$ cat src/hw/rtl/bpd_pkg.sv
// bpd_pkg: shared types, codes and constants of the bang packet deframer.
// No dependencies; imported by every module of the block except bpd_ram.
package bpd_pkg;

    localparam int MAX_FRAME_DEF = 20;   // default frame store depth in bytes
    localparam int DQ_DEPTH_DEF  = 4;    // descriptor queue depth (power of two)
    localparam int LEN_W         = 6;    // holds any frame length up to 63
    localparam int BYTE_W        = 8;
    localparam int POS_W         = 5;    // width of position and length result fields
    localparam int CFG_IDX_W     = 3;
    localparam int CFG_W         = 16;

    localparam logic [CFG_IDX_W-1:0] CFG_IDLE_TIMEOUT = 3'd0;
    localparam logic [CFG_IDX_W-1:0] CFG_RULE_A       = 3'd1;
    localparam logic [CFG_IDX_W-1:0] CFG_RULE_B       = 3'd2;
    localparam logic [CFG_IDX_W-1:0] CFG_RULE_C       = 3'd3;
    localparam logic [CFG_IDX_W-1:0] CFG_RULE_D       = 3'd4;

    localparam logic [CFG_W-1:0]  IDLE_TIMEOUT_RST = 16'd1000;
    localparam logic [BYTE_W-1:0] START_MARK       = 8'h21;   // '!'

    localparam logic OP_BYTE   = 1'b0;
    localparam logic OP_TICK   = 1'b1;
    localparam logic STAT_GOOD = 1'b0;
    localparam logic STAT_BAD  = 1'b1;

    typedef logic [LEN_W-1:0] t_len;

    // closed frame handed from front to back
    typedef struct packed {
        logic err;
        logic bank;
        t_len len;
    } t_desc;

    // bank handed back to the front once its replay has been read out
    typedef struct packed {
        logic valid;
        logic bank;
    } t_release;

    typedef struct packed {
        logic              status;
        logic [BYTE_W-1:0] data;
        logic [POS_W-1:0]  pos;
        logic [POS_W-1:0]  len;
        logic              last;
    } t_result;

endpackage

$ cat src/hw/rtl/bpd_ram.sv
// bpd_ram: generic single-write, single-read RAM with registered read data.
// No dependencies.
module bpd_ram #(
    parameter int WIDTH = 8,
    parameter int DEPTH = 40
) (
    input  logic                     i_clk,
    input  logic                     i_we,
    input  logic [$clog2(DEPTH)-1:0] i_waddr,
    input  logic [WIDTH-1:0]         i_wdata,
    input  logic [$clog2(DEPTH)-1:0] i_raddr,
    output logic [WIDTH-1:0]         o_rdata
);

    logic [WIDTH-1:0] r_mem [DEPTH];
    logic [WIDTH-1:0] r_rdata;

    always_ff @(posedge i_clk) begin
        if (i_we) begin
            r_mem[i_waddr] <= i_wdata;
        end
        r_rdata <= r_mem[i_raddr];
    end

    assign o_rdata = r_rdata;

endmodule

$ cat src/hw/rtl/bpd_front.sv
// bpd_front: configuration registers, byte collection, frame close and checksum test.
// Depends on bpd_pkg; writes frame bytes into the ping-pong frame RAM.
module bpd_front
    import bpd_pkg::*;
#(
    parameter int MAX_FRAME = MAX_FRAME_DEF
) (
    input  logic                              i_clk,
    input  logic                              i_rst_n,
    input  logic                              i_push,
    output logic                              o_full,
    input  logic                              i_opcode,
    input  logic [BYTE_W-1:0]                 i_rx_byte,
    input  logic                              i_cfg_we,
    input  logic [CFG_IDX_W-1:0]              i_cfg_idx,
    input  logic [CFG_W-1:0]                  i_cfg_data,
    input  logic                              i_dq_full,
    output logic                              o_dq_push,
    output t_desc                             o_desc,
    input  t_release                          i_rel,
    output logic                              o_mem_we,
    output logic [$clog2(2*MAX_FRAME)-1:0]    o_mem_addr,
    output logic [BYTE_W-1:0]                 o_mem_data
);

    localparam int AW = $clog2(2*MAX_FRAME);

    logic [CFG_W-1:0]  r_idle_timeout;
    logic [CFG_W-1:0]  r_rule [4];
    t_len              r_fill;
    logic [BYTE_W-1:0] r_excl;      // sum of stored bytes except the last one
    logic [BYTE_W-1:0] r_last;
    logic [BYTE_W-1:0] r_type;
    logic [CFG_W-1:0]  r_idle;
    logic              r_bank;
    logic [1:0]        r_busy;
    logic [1:0]        n_busy;

    logic              acc, is_byte, store, tick, rule_hit, len_hit;
    logic              byte_close, tick_close, close, bad;
    t_len              fill_new, close_len;
    logic [BYTE_W-1:0] excl_new, type_new, close_excl, close_last;
    logic [CFG_W-1:0]  idle_inc, limit;

    assign o_full  = i_dq_full || r_busy[r_bank];
    assign acc     = i_push && !o_full;
    assign is_byte = (i_opcode == OP_BYTE);
    assign store   = acc && is_byte && (r_fill != '0 || i_rx_byte == START_MARK);
    assign tick    = acc && !is_byte && (r_fill != '0);

    assign fill_new = r_fill + t_len'(1);
    assign excl_new = (r_fill == '0) ? '0 : r_excl + r_last;
    assign type_new = (r_fill == t_len'(1)) ? i_rx_byte : r_type;

    always_comb begin
        rule_hit = 1'b0;
        for (int r = 0; r < 4; r++) begin
            if (r_rule[r][15:8] == type_new && r_rule[r][7:0] == BYTE_W'(fill_new)) begin
                rule_hit = 1'b1;
            end
        end
    end

    assign len_hit = (fill_new >= t_len'(MAX_FRAME)) || (fill_new >= t_len'(2) && rule_hit);

    assign idle_inc = (r_idle == '1) ? r_idle : r_idle + CFG_W'(1);
    assign limit    = (r_idle_timeout == '0) ? CFG_W'(1) : r_idle_timeout;

    assign byte_close = store && len_hit;
    assign tick_close = tick && (idle_inc >= limit);
    assign close      = byte_close || tick_close;

    assign close_len  = byte_close ? fill_new  : r_fill;
    assign close_excl = byte_close ? excl_new  : r_excl;
    assign close_last = byte_close ? i_rx_byte : r_last;
    assign bad        = (~close_excl != close_last);

    assign o_dq_push   = close;
    assign o_desc.err  = bad;
    assign o_desc.bank = r_bank;
    assign o_desc.len  = close_len;

    assign o_mem_we   = store;
    assign o_mem_addr = (r_bank ? AW'(MAX_FRAME) : AW'(0)) + AW'(r_fill);
    assign o_mem_data = i_rx_byte;

    // released bank and newly owned bank are never the same one
    always_comb begin
        n_busy = r_busy;
        if (i_rel.valid) begin
            n_busy[i_rel.bank] = 1'b0;
        end
        // good frame: its bank stays owned by the back end until replayed
        if (close && !bad) begin
            n_busy[r_bank] = 1'b1;
        end
    end

    always_ff @(posedge i_clk) begin
        if (!i_rst_n) begin
            r_idle_timeout <= IDLE_TIMEOUT_RST;
            for (int r = 0; r < 4; r++) begin
                r_rule[r] <= '0;
            end
        end else if (i_cfg_we) begin
            unique case (i_cfg_idx)
                CFG_IDLE_TIMEOUT: r_idle_timeout <= i_cfg_data;
                CFG_RULE_A:       r_rule[0]      <= i_cfg_data;
                CFG_RULE_B:       r_rule[1]      <= i_cfg_data;
                CFG_RULE_C:       r_rule[2]      <= i_cfg_data;
                CFG_RULE_D:       r_rule[3]      <= i_cfg_data;
                default: ;
            endcase
        end
    end

    always_ff @(posedge i_clk) begin
        if (!i_rst_n) begin
            r_fill <= '0;
            r_idle <= '0;
            r_bank <= 1'b0;
            r_busy <= '0;
        end else begin
            if (close) begin
                r_fill <= '0;
                r_idle <= '0;
            end else if (store) begin
                r_fill <= fill_new;
                r_idle <= '0;
            end else if (tick) begin
                r_idle <= idle_inc;
            end
            r_busy <= n_busy;
            if (close && !bad) begin
                r_bank <= ~r_bank;
            end
        end
    end

    always_ff @(posedge i_clk) begin
        if (store) begin
            r_excl <= excl_new;
            r_last <= i_rx_byte;
            r_type <= type_new;
        end
    end

endmodule

$ cat src/hw/rtl/bpd_dq.sv
// bpd_dq: small descriptor queue between the collecting front and the replaying back.
// Depends on bpd_pkg; DEPTH must be a power of two.
module bpd_dq
    import bpd_pkg::*;
#(
    parameter int DEPTH = DQ_DEPTH_DEF
) (
    input  logic  i_clk,
    input  logic  i_rst_n,
    input  logic  i_push,
    input  t_desc i_desc,
    output logic  o_full,
    input  logic  i_pop,
    output t_desc o_desc,
    output logic  o_empty
);

    localparam int PW = $clog2(DEPTH);

    t_desc         r_mem [DEPTH];
    logic [PW-1:0] r_wr, r_rd;
    logic [PW:0]   r_cnt;

    logic do_push, do_pop;

    assign o_full  = (r_cnt == (PW+1)'(DEPTH));
    assign o_empty = (r_cnt == '0);
    assign do_push = i_push && !o_full;
    assign do_pop  = i_pop && !o_empty;
    assign o_desc  = r_mem[r_rd];

    always_ff @(posedge i_clk) begin
        if (!i_rst_n) begin
            r_wr  <= '0;
            r_rd  <= '0;
            r_cnt <= '0;
        end else begin
            if (do_push) begin
                r_wr <= r_wr + PW'(1);
            end
            if (do_pop) begin
                r_rd <= r_rd + PW'(1);
            end
            r_cnt <= r_cnt + (PW+1)'(do_push) - (PW+1)'(do_pop);
        end
    end

    always_ff @(posedge i_clk) begin
        if (do_push) begin
            r_mem[r_wr] <= i_desc;
        end
    end

endmodule

$ cat src/hw/rtl/bpd_back.sv
// bpd_back: replays closed frames, one result per cycle while buffer has room.
// Depends on bpd_pkg; reads the frame RAM and feeds a two-entry result buffer.
module bpd_back
    import bpd_pkg::*;
#(
    parameter int MAX_FRAME = MAX_FRAME_DEF
) (
    input  logic                           i_clk,
    input  logic                           i_rst_n,
    input  logic                           i_dq_empty,
    input  t_desc                          i_desc,
    output logic                           o_dq_pop,
    output logic [$clog2(2*MAX_FRAME)-1:0] o_mem_addr,
    input  logic [BYTE_W-1:0]              i_mem_data,
    output t_release                       o_rel,
    output logic                           o_empty,
    input  logic                           i_pop,
    output t_result                        o_result
);

    localparam int AW = $clog2(2*MAX_FRAME);

    logic    r_active;
    t_desc   r_cur;
    t_len    r_pos;
    logic    r_rd_valid;
    t_result r_rd_meta;
    t_result r_ob [2];
    logic    r_ob_wr, r_ob_rd;
    logic [1:0] r_ob_cnt;

    logic       load, ob_pop, issue, is_last;
    logic [1:0] occ;
    t_result    meta, entry;

    assign ob_pop  = i_pop && (r_ob_cnt != '0);
    // buffer slots spoken for after this edge, reads in flight included
    assign occ     = r_ob_cnt + 2'(r_rd_valid) - 2'(ob_pop);
    assign issue   = r_active && (occ < 2'd2);
    assign is_last = r_cur.err || (r_pos + t_len'(1) == r_cur.len);
    assign load    = !r_active && !i_dq_empty;
    assign o_dq_pop = load;

    assign o_mem_addr = (r_cur.bank ? AW'(MAX_FRAME) : AW'(0)) + AW'(r_pos);

    assign meta.status = r_cur.err;
    assign meta.data   = '0;
    assign meta.pos    = r_cur.err ? '0 : POS_W'(r_pos);
    assign meta.len    = POS_W'(r_cur.len);
    assign meta.last   = is_last;

    assign o_rel.valid = issue && is_last && !r_cur.err;
    assign o_rel.bank  = r_cur.bank;

    always_comb begin
        entry = r_rd_meta;
        if (r_rd_meta.status == STAT_GOOD) begin
            entry.data = i_mem_data;
        end
    end

    assign o_empty  = (r_ob_cnt == '0);
    assign o_result = r_ob[r_ob_rd];

    always_ff @(posedge i_clk) begin
        if (!i_rst_n) begin
            r_active   <= 1'b0;
            r_rd_valid <= 1'b0;
            r_ob_wr    <= 1'b0;
            r_ob_rd    <= 1'b0;
            r_ob_cnt   <= '0;
        end else begin
            if (load) begin
                r_active <= 1'b1;
            end else if (issue && is_last) begin
                r_active <= 1'b0;
            end
            r_rd_valid <= issue;
            if (r_rd_valid) begin
                r_ob_wr <= ~r_ob_wr;
            end
            if (ob_pop) begin
                r_ob_rd <= ~r_ob_rd;
            end
            r_ob_cnt <= r_ob_cnt + 2'(r_rd_valid) - 2'(ob_pop);
        end
    end

    always_ff @(posedge i_clk) begin
        if (load) begin
            r_cur <= i_desc;
            r_pos <= '0;
        end else if (issue) begin
            r_pos <= r_pos + t_len'(1);
        end
        r_rd_meta <= meta;
        if (r_rd_valid) begin
            r_ob[r_ob_wr] <= entry;
        end
    end

endmodule

$ cat src/hw/rtl/bang_packet_deframer_checksum.sv
// Channel   | Handshake         | Payload
// ----------+-------------------+--------------------------------------------------
// input     | push / full       | i_opcode, i_rx_byte
// result    | pop / empty       | o_frame_status, o_frame_byte, o_byte_position,
//           |                   | o_frame_length, o_last_of_frame
// config    | i_cfg_we          | i_cfg_idx, i_cfg_data
//
// One byte or idle tick is taken per cycle while full is low; a frame closes at the edge of
// its closing item. With the back end idle, queue, load and RAM read lead to the first
// result; then one result per cycle while the buffer has room, bound by the RAM read port;
// results wait until popped; the back end idles between frames. Good frames alternate two
// RAM banks; full rises while the next bank is in replay or the descriptor queue is full.
// Synchronous active-low reset; no clearing pass, the RAM is only read where written.
// Top level: bang packet deframer with inverted-sum checksum.
// Depends on bpd_pkg, bpd_ram, bpd_front, bpd_dq, bpd_back.
module bang_packet_deframer_checksum
    import bpd_pkg::*;
#(
    parameter int MAX_FRAME = MAX_FRAME_DEF,
    parameter int DQ_DEPTH  = DQ_DEPTH_DEF
) (
    input  logic                 i_clk,
    input  logic                 i_rst_n,
    input  logic                 push,
    output logic                 full,
    input  logic                 i_opcode,
    input  logic [BYTE_W-1:0]    i_rx_byte,
    output logic                 empty,
    input  logic                 pop,
    output logic                 o_frame_status,
    output logic [BYTE_W-1:0]    o_frame_byte,
    output logic [POS_W-1:0]     o_byte_position,
    output logic [POS_W-1:0]     o_frame_length,
    output logic                 o_last_of_frame,
    input  logic                 i_cfg_we,
    input  logic [CFG_IDX_W-1:0] i_cfg_idx,
    input  logic [CFG_W-1:0]     i_cfg_data
);

    localparam int AW = $clog2(2*MAX_FRAME);

    logic              dq_push, dq_full, dq_pop, dq_empty;
    t_desc             desc_in, desc_out;
    t_release          rel;
    logic              mem_we;
    logic [AW-1:0]     mem_waddr, mem_raddr;
    logic [BYTE_W-1:0] mem_wdata, mem_rdata;
    t_result           result;

    bpd_front #(.MAX_FRAME(MAX_FRAME)) u_front (
        .i_clk      (i_clk),
        .i_rst_n    (i_rst_n),
        .i_push     (push),
        .o_full     (full),
        .i_opcode   (i_opcode),
        .i_rx_byte  (i_rx_byte),
        .i_cfg_we   (i_cfg_we),
        .i_cfg_idx  (i_cfg_idx),
        .i_cfg_data (i_cfg_data),
        .i_dq_full  (dq_full),
        .o_dq_push  (dq_push),
        .o_desc     (desc_in),
        .i_rel      (rel),
        .o_mem_we   (mem_we),
        .o_mem_addr (mem_waddr),
        .o_mem_data (mem_wdata)
    );

    bpd_dq #(.DEPTH(DQ_DEPTH)) u_dq (
        .i_clk   (i_clk),
        .i_rst_n (i_rst_n),
        .i_push  (dq_push),
        .i_desc  (desc_in),
        .o_full  (dq_full),
        .i_pop   (dq_pop),
        .o_desc  (desc_out),
        .o_empty (dq_empty)
    );

    bpd_ram #(.WIDTH(BYTE_W), .DEPTH(2*MAX_FRAME)) u_ram (
        .i_clk   (i_clk),
        .i_we    (mem_we),
        .i_waddr (mem_waddr),
        .i_wdata (mem_wdata),
        .i_raddr (mem_raddr),
        .o_rdata (mem_rdata)
    );

    bpd_back #(.MAX_FRAME(MAX_FRAME)) u_back (
        .i_clk      (i_clk),
        .i_rst_n    (i_rst_n),
        .i_dq_empty (dq_empty),
        .i_desc     (desc_out),
        .o_dq_pop   (dq_pop),
        .o_mem_addr (mem_raddr),
        .i_mem_data (mem_rdata),
        .o_rel      (rel),
        .o_empty    (empty),
        .i_pop      (pop),
        .o_result   (result)
    );

    assign o_frame_status  = result.status;
    assign o_frame_byte    = result.data;
    assign o_byte_position = result.pos;
    assign o_frame_length  = result.len;
    assign o_last_of_frame = result.last;

endmodule

$ cat config.mk
export PLATFORM = sky130hd
export DESIGN_NAME = bang_packet_deframer_checksum
export DESIGN_NICKNAME = d
export VERILOG_FILES = /design/src/hw/rtl/bpd_pkg.sv /design/src/hw/rtl/bpd_ram.sv /design/src/hw/rtl/bpd_front.sv /design/src/hw/rtl/bpd_dq.sv /design/src/hw/rtl/bpd_back.sv /design/src/hw/rtl/bang_packet_deframer_checksum.sv
export SDC_FILE = /design/constraint.sdc
export NUM_CORES = 1
export LEC_CHECK = 0
export BUFFER_PORTS_ARGS = -buffer_cell sky130_fd_sc_hd__buf_2
export CAP_MARGIN = 30
export CORE_ASPECT_RATIO = 1.1
export CORE_MARGIN = 2
export CORE_UTILIZATION = 55
export DETAILED_ROUTE_END_ITERATION = 10
export GPL_ROUTABILITY_DRIVEN = 0
export MAX_ROUTING_LAYER = met4
export PLACE_DENSITY = 0.76
export SETUP_SLACK_MARGIN = 0.1
export SKIP_LAST_GASP = 1
export SLEW_MARGIN = 20
export SYNTH_ARGS = -nofsm -noshare
export SYNTH_HDL_FRONTEND = slang
export SYNTH_SLANG_ARGS = --single-unit
$ cat constraint.sdc
create_clock -name i_clk -period 8.36 [get_ports i_clk]
set_input_delay 0 -clock i_clk [delete_from_list [all_inputs] [get_ports i_clk]]
set_output_delay 0 -clock i_clk [all_outputs]
set_load 0.02 [all_outputs]
Yosys cells after proc, flatten, opt, wreduce, memory -nomap -nowiden

Memories as Yosys holds them, arrays and structs flattened. A register that Yosys moved wholly into a read port is not among the register bits.
Cells that the tools add are included.

Add/sub/neg operators: 12
Shift operators: 0
Eq/ne operators: 18
Bitwise logic cells: 13
Muxes and demuxes: 53
Magnitude comparators: 8
Div/mod/pow operators: 0
Reduce and logical (&&, ||, !) cells: 44
Multipliers: 0

Operator list:

| cell                    | count |
|---|---|
| $mux W16                | 6 |
| $mux W8                 | 5 |
| $mux W1                 | 35 |
| $eq A8 B6 Y1            | 4 |
| $eq A8 B8 Y1            | 4 |
| $logic_and A1 B1 Y1     | 22 |
| $add A16 B1 Y16 const B | 1 |
| $eq A16 B16 Y1 const B  | 1 |
| $ge A16 B16 Y1          | 1 |
| $logic_not A16 Y1       | 1 |
| $add A6 B1 Y6 const B   | 2 |
| $add A6 B6 Y6           | 2 |
| $mux W5                 | 2 |
| $add A8 B8 Y8           | 1 |
| $eq A8 B6 Y1 const B    | 1 |
| $ne A8 B8 Y1            | 1 |
| $not A8 Y8              | 1 |
| $eq A3 B2 Y1 const B    | 2 |
| $eq A3 B3 Y1 const B    | 2 |
| $eq A6 B1 Y1 const B    | 1 |
| $eq A6 B6 Y1            | 1 |
| $ge A6 B2 Y1 const B    | 1 |
| $ge A6 B5 Y1 const B    | 1 |
| $logic_not A1 Y1        | 6 |
| other kinds (26)        | 44 |

Register bits after elaboration: 96
Input port bits: 33
Logic and storage cells: 173
Memories: 4
Bits in writable memories: 456
ROM bits: 0
Latch bits: 0
Output and inout bits: 22

Memory list:

| memory         | words | bits a word | read ports | clocked after memory_dff | write ports | line            | text |
|---|---|---|---|---|---|---|---|
| u_ram.r_mem    | 40    | 8           | 1          | 1                        | 1           | bpd_ram.sv:15   | `logic [WIDTH-1:0] r_mem [DEPTH];` |
| u_front.r_rule | 4     | 16          | 4          | 0                        | 4           | bpd_front.sv:29 | `logic [CFG_W-1:0] r_rule [4];` |
| u_back.r_ob    | 2     | 20          | 1          | 1                        | 1           | bpd_back.sv:28  | `t_result r_ob [2];` |
| u_dq.r_mem     | 4     | 8           | 1          | 1                        | 1           | bpd_dq.sv:20    | `t_desc r_mem [DEPTH];` |

Depth between registers and ports, before layout

Depth in word-level cells: 17
Depth in mapped cells: 22
Gate-level depth less buffers: 20

Modules after synthesis

A second synthesis with hierarchy kept.

Cell total of the unflattened synthesis: 1,770
Area, all modules: 25,330.5 sq um

By module, submodules not included:

| module    | area an instance (sq um) | times used | cells an instance | sequential area each (sq um) |
|---|---|---|---|---|
| bpd_ram   | 12,993.7                 | 1          | 696               | 9,769.4 |
| bpd_front | 7,836.3                  | 1          | 797               | 3,463.3 |
| bpd_back  | 2,859.0                  | 1          | 184               | 1,941.9 |
| bpd_dq    | 1,641.6                  | 1          | 93                | 1,141.1 |

Worst setup path after synthesis

Ideal clock, no wire load.

Path type: reg2reg
Start point: register u_front.r_idle[6]
End point: register u_dq.r_cnt[2]
Cell stages (with the launch flop): 23
Required time: 8,232 ps
Slack: 3,995 ps
Setup time: 128 ps
Clock period less this slack: 4,365 ps
Path buffers: 3
Arrival time: 4,238 ps
Cell sequence: dfxtp_1 -> clkbuf_1 -> and3_1 -> and3_1 -> nand2_1 -> nor3_1 -> nand4_1 -> clkbuf_1 -> xnor2_1 -> ha_1 -> nand2b_1 -> a21o_1 -> a21oi_1 -> o21ai_0 -> a31o_2 -> a21oi_1 -> nand2_2 -> buf_6 -> ha_1 -> fa_1 -> xnor2_1 -> xnor2_1 -> nor2_1

Word-level cells in the longest chain between the ends: 8
Elaborated cells on any way between the ends: 9
Classes of those cells: add/sub (3); order compare (1); eq/ne (1); mux (1); reduce/logical (3)

Ends and longest elaborated chain:

| what                                              | line             | text |
|---|---|---|
| start: declaration                                | bpd_front.sv:34  | `logic [CFG_W-1:0] r_idle;` |
| start signal: assignment                          | bpd_front.sv:131 | `r_idle <= idle_inc;` |
| $add A16 B1 Y16 or $eq A16 B16 Y1 (tied branches) | bpd_front.sv:66  | `assign idle_inc = (r_idle == '1) ? r_idle : r_idle + CFG_W'(1);` |
| $mux W16 *                                        | bpd_front.sv:66  |  |
| $ge A16 B16 Y1 *                                  | bpd_front.sv:70  | `assign tick_close = tick && (idle_inc >= limit);` |
| $logic_and A1 B1 Y1 *                             | bpd_front.sv:70  |  |
| $logic_or A1 B1 Y1 *                              | bpd_front.sv:71  | `assign close = byte_close \|\| tick_close;` |
| $logic_and A1 B1 Y1 *                             | bpd_dq.sv:28     | `assign do_push = i_push && !o_full;` |
| via u_dq.do_push                                  | bpd_dq.sv:24     | `logic do_push, do_pop;` |
| $add A3 B1 Y3 *                                   | bpd_dq.sv:44     | `r_cnt <= r_cnt + (PW+1)'(do_push) - (PW+1)'(do_pop);` |
| $sub A3 B1 Y3 *                                   | bpd_dq.sv:44     |  |
| end signal: assignment                            | bpd_dq.sv:44     |  |
| end: declaration                                  | bpd_dq.sv:22     | `logic [PW:0] r_cnt;` |

The timed path passes the listed nets; every way through them passes the cells marked *.
A chain may end at the register's enable or synchronous reset.

Final worst setup path

Start point: register u_front.r_idle[6]
End point: register u_dq.r_cnt[2]

Word-level cells in the longest chain between the ends: 8
Elaborated cells on any way between the ends: 9
Classes of those cells: add/sub (3); order compare (1); eq/ne (1); mux (1); reduce/logical (3)

Ends and longest elaborated chain:

| what                    | line            | text |
|---|---|---|
| $eq A16 B16 Y1          | bpd_front.sv:66 |  |
| $mux W16                | bpd_front.sv:66 |  |
| via u_front.idle_inc[1] | bpd_front.sv:43 | `logic [CFG_W-1:0] idle_inc, limit;` |
| $ge A16 B16 Y1          | bpd_front.sv:70 |  |
| $logic_and A1 B1 Y1     | bpd_front.sv:70 |  |
| $logic_or A1 B1 Y1      | bpd_front.sv:71 |  |
| $logic_and A1 B1 Y1     | bpd_dq.sv:28    |  |
| $add A3 B1 Y3           | bpd_dq.sv:44    |  |
| $sub A3 B1 Y3           | bpd_dq.sv:44    |  |

The timed path passes the listed nets, and every way through them passes these cells.

==> results.toml <==
[global_route]
grt_max_degree = 51
gr-usage-all-layers = 0.240
overflow = 0
antenna_found_initial = 0
use_met2 = 0.403
grt_pass1_vias = 14138
grtUsageMet3 = 0.0378
busiest_layer = "met2"
grt_pass1_wl_mm = 81.6
use_met1 = 0.294

[clocking]
cts_tree = "done"
htreeDepth = 2
insertion_delay_ps = 610
clk_pin_slew_ps = 60
cts-buffers-inserted = 54
cts_buffer_depth = 3
root_buffer = "clkbuf_16"
clock-sinks = 569

[final_layout]
drive_gt1_frac = 0.175
nets = 1785
syn_to_final_growth_pct = 13.0
antennaDiodeCount = 0
fillers = 3075

[drt]
wl_per_cell_um = 22.7
vias_per_cell = 6.05
ant_nets = 0
drc = 0
first_pass_iters = 8
wirelength_mm = 52.9
drt_iter0_markers = 1321
num_vias = 14116

[sta]
worst_pin_slew_ps = 970
final-setup-viol-count = 0
slew_headroom = 0.353
hold_viol_final = 0
setup_tns_ps = 0
finClkSkew_ps = 12.0
finalCriticalPeriod_ps = 5030
fmax_mhz = 199
final.period_utilization = 0.602
finalMaxSlewViolations = 0
rsz0062_at_grt = "false"

[worst_setup_path]
crit_slowest_cell = "nand4_1"
r2r_slack_ps = 3330
crit_chain = "and3_1 > and3_1 > nand2_1 > nor3_1 > nand4_1 > mux2_2 > ha_1 > a21o_1 > a21oi_1 > o21ai_0 > a31o_2 > a21oi_1 > nand2_2 > ha_1 > fa_1 > xnor2_1 > xnor2_1 > nor2_1"
crit_path_end_kind = "register"
path_delay_family = "simple AND/OR/NAND/NOR gates"
regToRegEndpoint = "u_dq.r_cnt[2]"
timing.rr.start = "u_front.r_idle[6]"
start_kind = "register"
worstPathMaxFanout = 14
slowest_delay_ps = 500
cp_num_cells = 18
worstSetupStartpoint = "u_front.r_idle[6]"
crit_required_ps = 8850
r2r_cells = 18
crit_type = "reg2reg"
critPathBufInv = 0
worstSetupEndpoint = "u_dq.r_cnt[2]"
critPathArrivalTime_ps = 5520

[logic_synthesis]
ys_types = 77
synth_edf_count = 488
ys.flop_type = "edfxtp_1"
synth-simple-area-share = 0.0948
avgSynthCellArea_um2 = 15.3
synthArstFlopShare = 0
syn_area_um2 = 24600
synth_cells = 1606
yosys-mux-area-fraction = 0.112
synth-compound-area-share = 0.0489
netlist_top_cells_count = "edfxtp_1, mux4_2, nor2_1, nand2_1, dfxtp_1"
synth_top_family_by_area = "multiplexers"
yosysSeqAreaShare = 0.661
post-synth-top-count-cell = "edfxtp_1"
yosys.area.top_type = "edfxtp_1"
synth_warnings = 0
ys_seq_elements = 569
synth_adder_area_share = 0.0230
synth_xor_xnor_area_share = 0.0405
syn-num-nets = 1683
synthTopCellsByArea = "edfxtp_1, mux4_2, dfxtp_1, xnor2_1, ha_1"
netlist.area_leader.share = 0.595

[run]
maxCapViolations = 0

[pwr]
pwr_density_cell_nw_per_um2 = 262
peakVddDrop_v = 0.000173
design_power_total_mw = 7.29
p_leak_nw = 9.34

[floorplan]
die_w_um = 206
die-area_um2 = 46500
rows = 81
die_y_um = 226
ios = 55
core_area_um2 = 44300
start_util = 0.556

[min_path]
min_path_type = "in2reg"

[placed_design]
io_buffers = 54
place_hpwl_mm = 33.6

[outcome]
status = "finished clean"
[layer usage]
metal  wire length [um]  vias up
met5                  0        -
met4               1990        0
met2              27100      560
met3               3210      136
met1              20700     7058
li1                   -     6362
[flip-flops by register name, summed over array words and instances (netlist names), 12 cells and up, named ones only]
register,cells
u_back.entry,12
u_front.r_idle_timeout,16
u_front.r_idle,16
u_back.r_ob,40
u_dq.r_mem,32
u_ram.r_mem,320
u_front.r_rule,64
[how the worst min path moves through the flow]
| stage | start | end | depth (start not counted) | slack (ps) |
|---|---|---|---|---|
| floorplan | i_rx_byte[0] | u_front.r_last[0] | 0 | 100 |
| finish | i_rx_byte[3] | u_ram.r_mem[3][3] | 2 | 30 |
| detailed placement | i_cfg_data[1] | u_front.r_idle_timeout[1] | 3 | 310 |
| CTS | i_rx_byte[3] | u_ram.r_mem[3][3] | 2 | 8 |
| global route | i_rx_byte[3] | u_ram.r_mem[35][3] | 2 | 30 |
| global placement | i_cfg_data[1] | u_front.r_idle_timeout[1] | 3 | 300 |
[per-stage QoR]
step / hold slack [ps] / cell area, um2 / util / cells / setup WS [ps]
floorplan: 98.9 / 24600 / - / 1606 / 3990
global placement: 302 / 25500 / 0.575 / 2186 / 3580
detailed placement: 313 / 25500 / 0.575 / 2188 / 3350
CTS: 7.60 / 27800 / 0.627 / 2331 / 3360
global route: 31.5 / 27800 / 0.628 / 2334 / 2900
finish: 26.8 / 27800 / 0.628 / 2334 / 3330
[area by class of cell]
| type | count | area, um2 | area share |
|---|---|---|---|
| flip-flops and latches | 569 | 16300 | 0.585 |
| well taps | 581 | 727 | 0.0261 |
| repair buffers | 116 | 872 | 0.0313 |
| multi-input cells | 914 | 7880 | 0.283 |
| clock inverters | 37 | 453 | 0.0163 |
| clock buffers | 64 | 1410 | 0.0507 |
| inverters | 53 | 199 | 0.00715 |
[cell families (layout without fill, tap and decap cells)]
group / count (synthesis) / after routing
muxes: 143 / 143
DFF: 569 / 569
and+or+nand+nor: 445 / 445
adders and majority gates: 44 / 44
xor gates and xnor gates: 106 / 106
AOI/OAI and AO/OA: 176 / 176
buffers and inverters: 123 / 270
[where the power goes]
group / internal [mW] / switching, mW
Combinational: 0.657 / 0.613
Sequential: 3.25 / 0.204
Clock: 1.49 / 1.07
[what timing repair did]
item	in CTS	in global routing
hold buffers	42	1
endpoints found under the hold margin	105	24
buffers inserted	0	0
gates resized for setup	0	0
[cells in the final DEF (no fill, tap or decap), types with 10 or more instances in the layout]
cell type and count:
xnor2_1 62, a21oi_1 52, mux2i_1 15, dlygate4sd3_1 43
edfxtp_1 488, xor2_1 39, nand2b_1 10, a211oi_1 12
nand3_1 31, inv_1 52, nor4_1 16, mux4_2 104
buf_2 55, dfxtp_1 79, nor3_1 18, and2_1 79
buf_4 15, or3_1 10, nor2b_1 39, ha_1 42
nor2_1 97, nand2_1 84, nand4_1 14, o21ai_0 24
and3_1 12, mux2_2 24, clkbuf_16 55
Power figures use the tool's default switching activity.
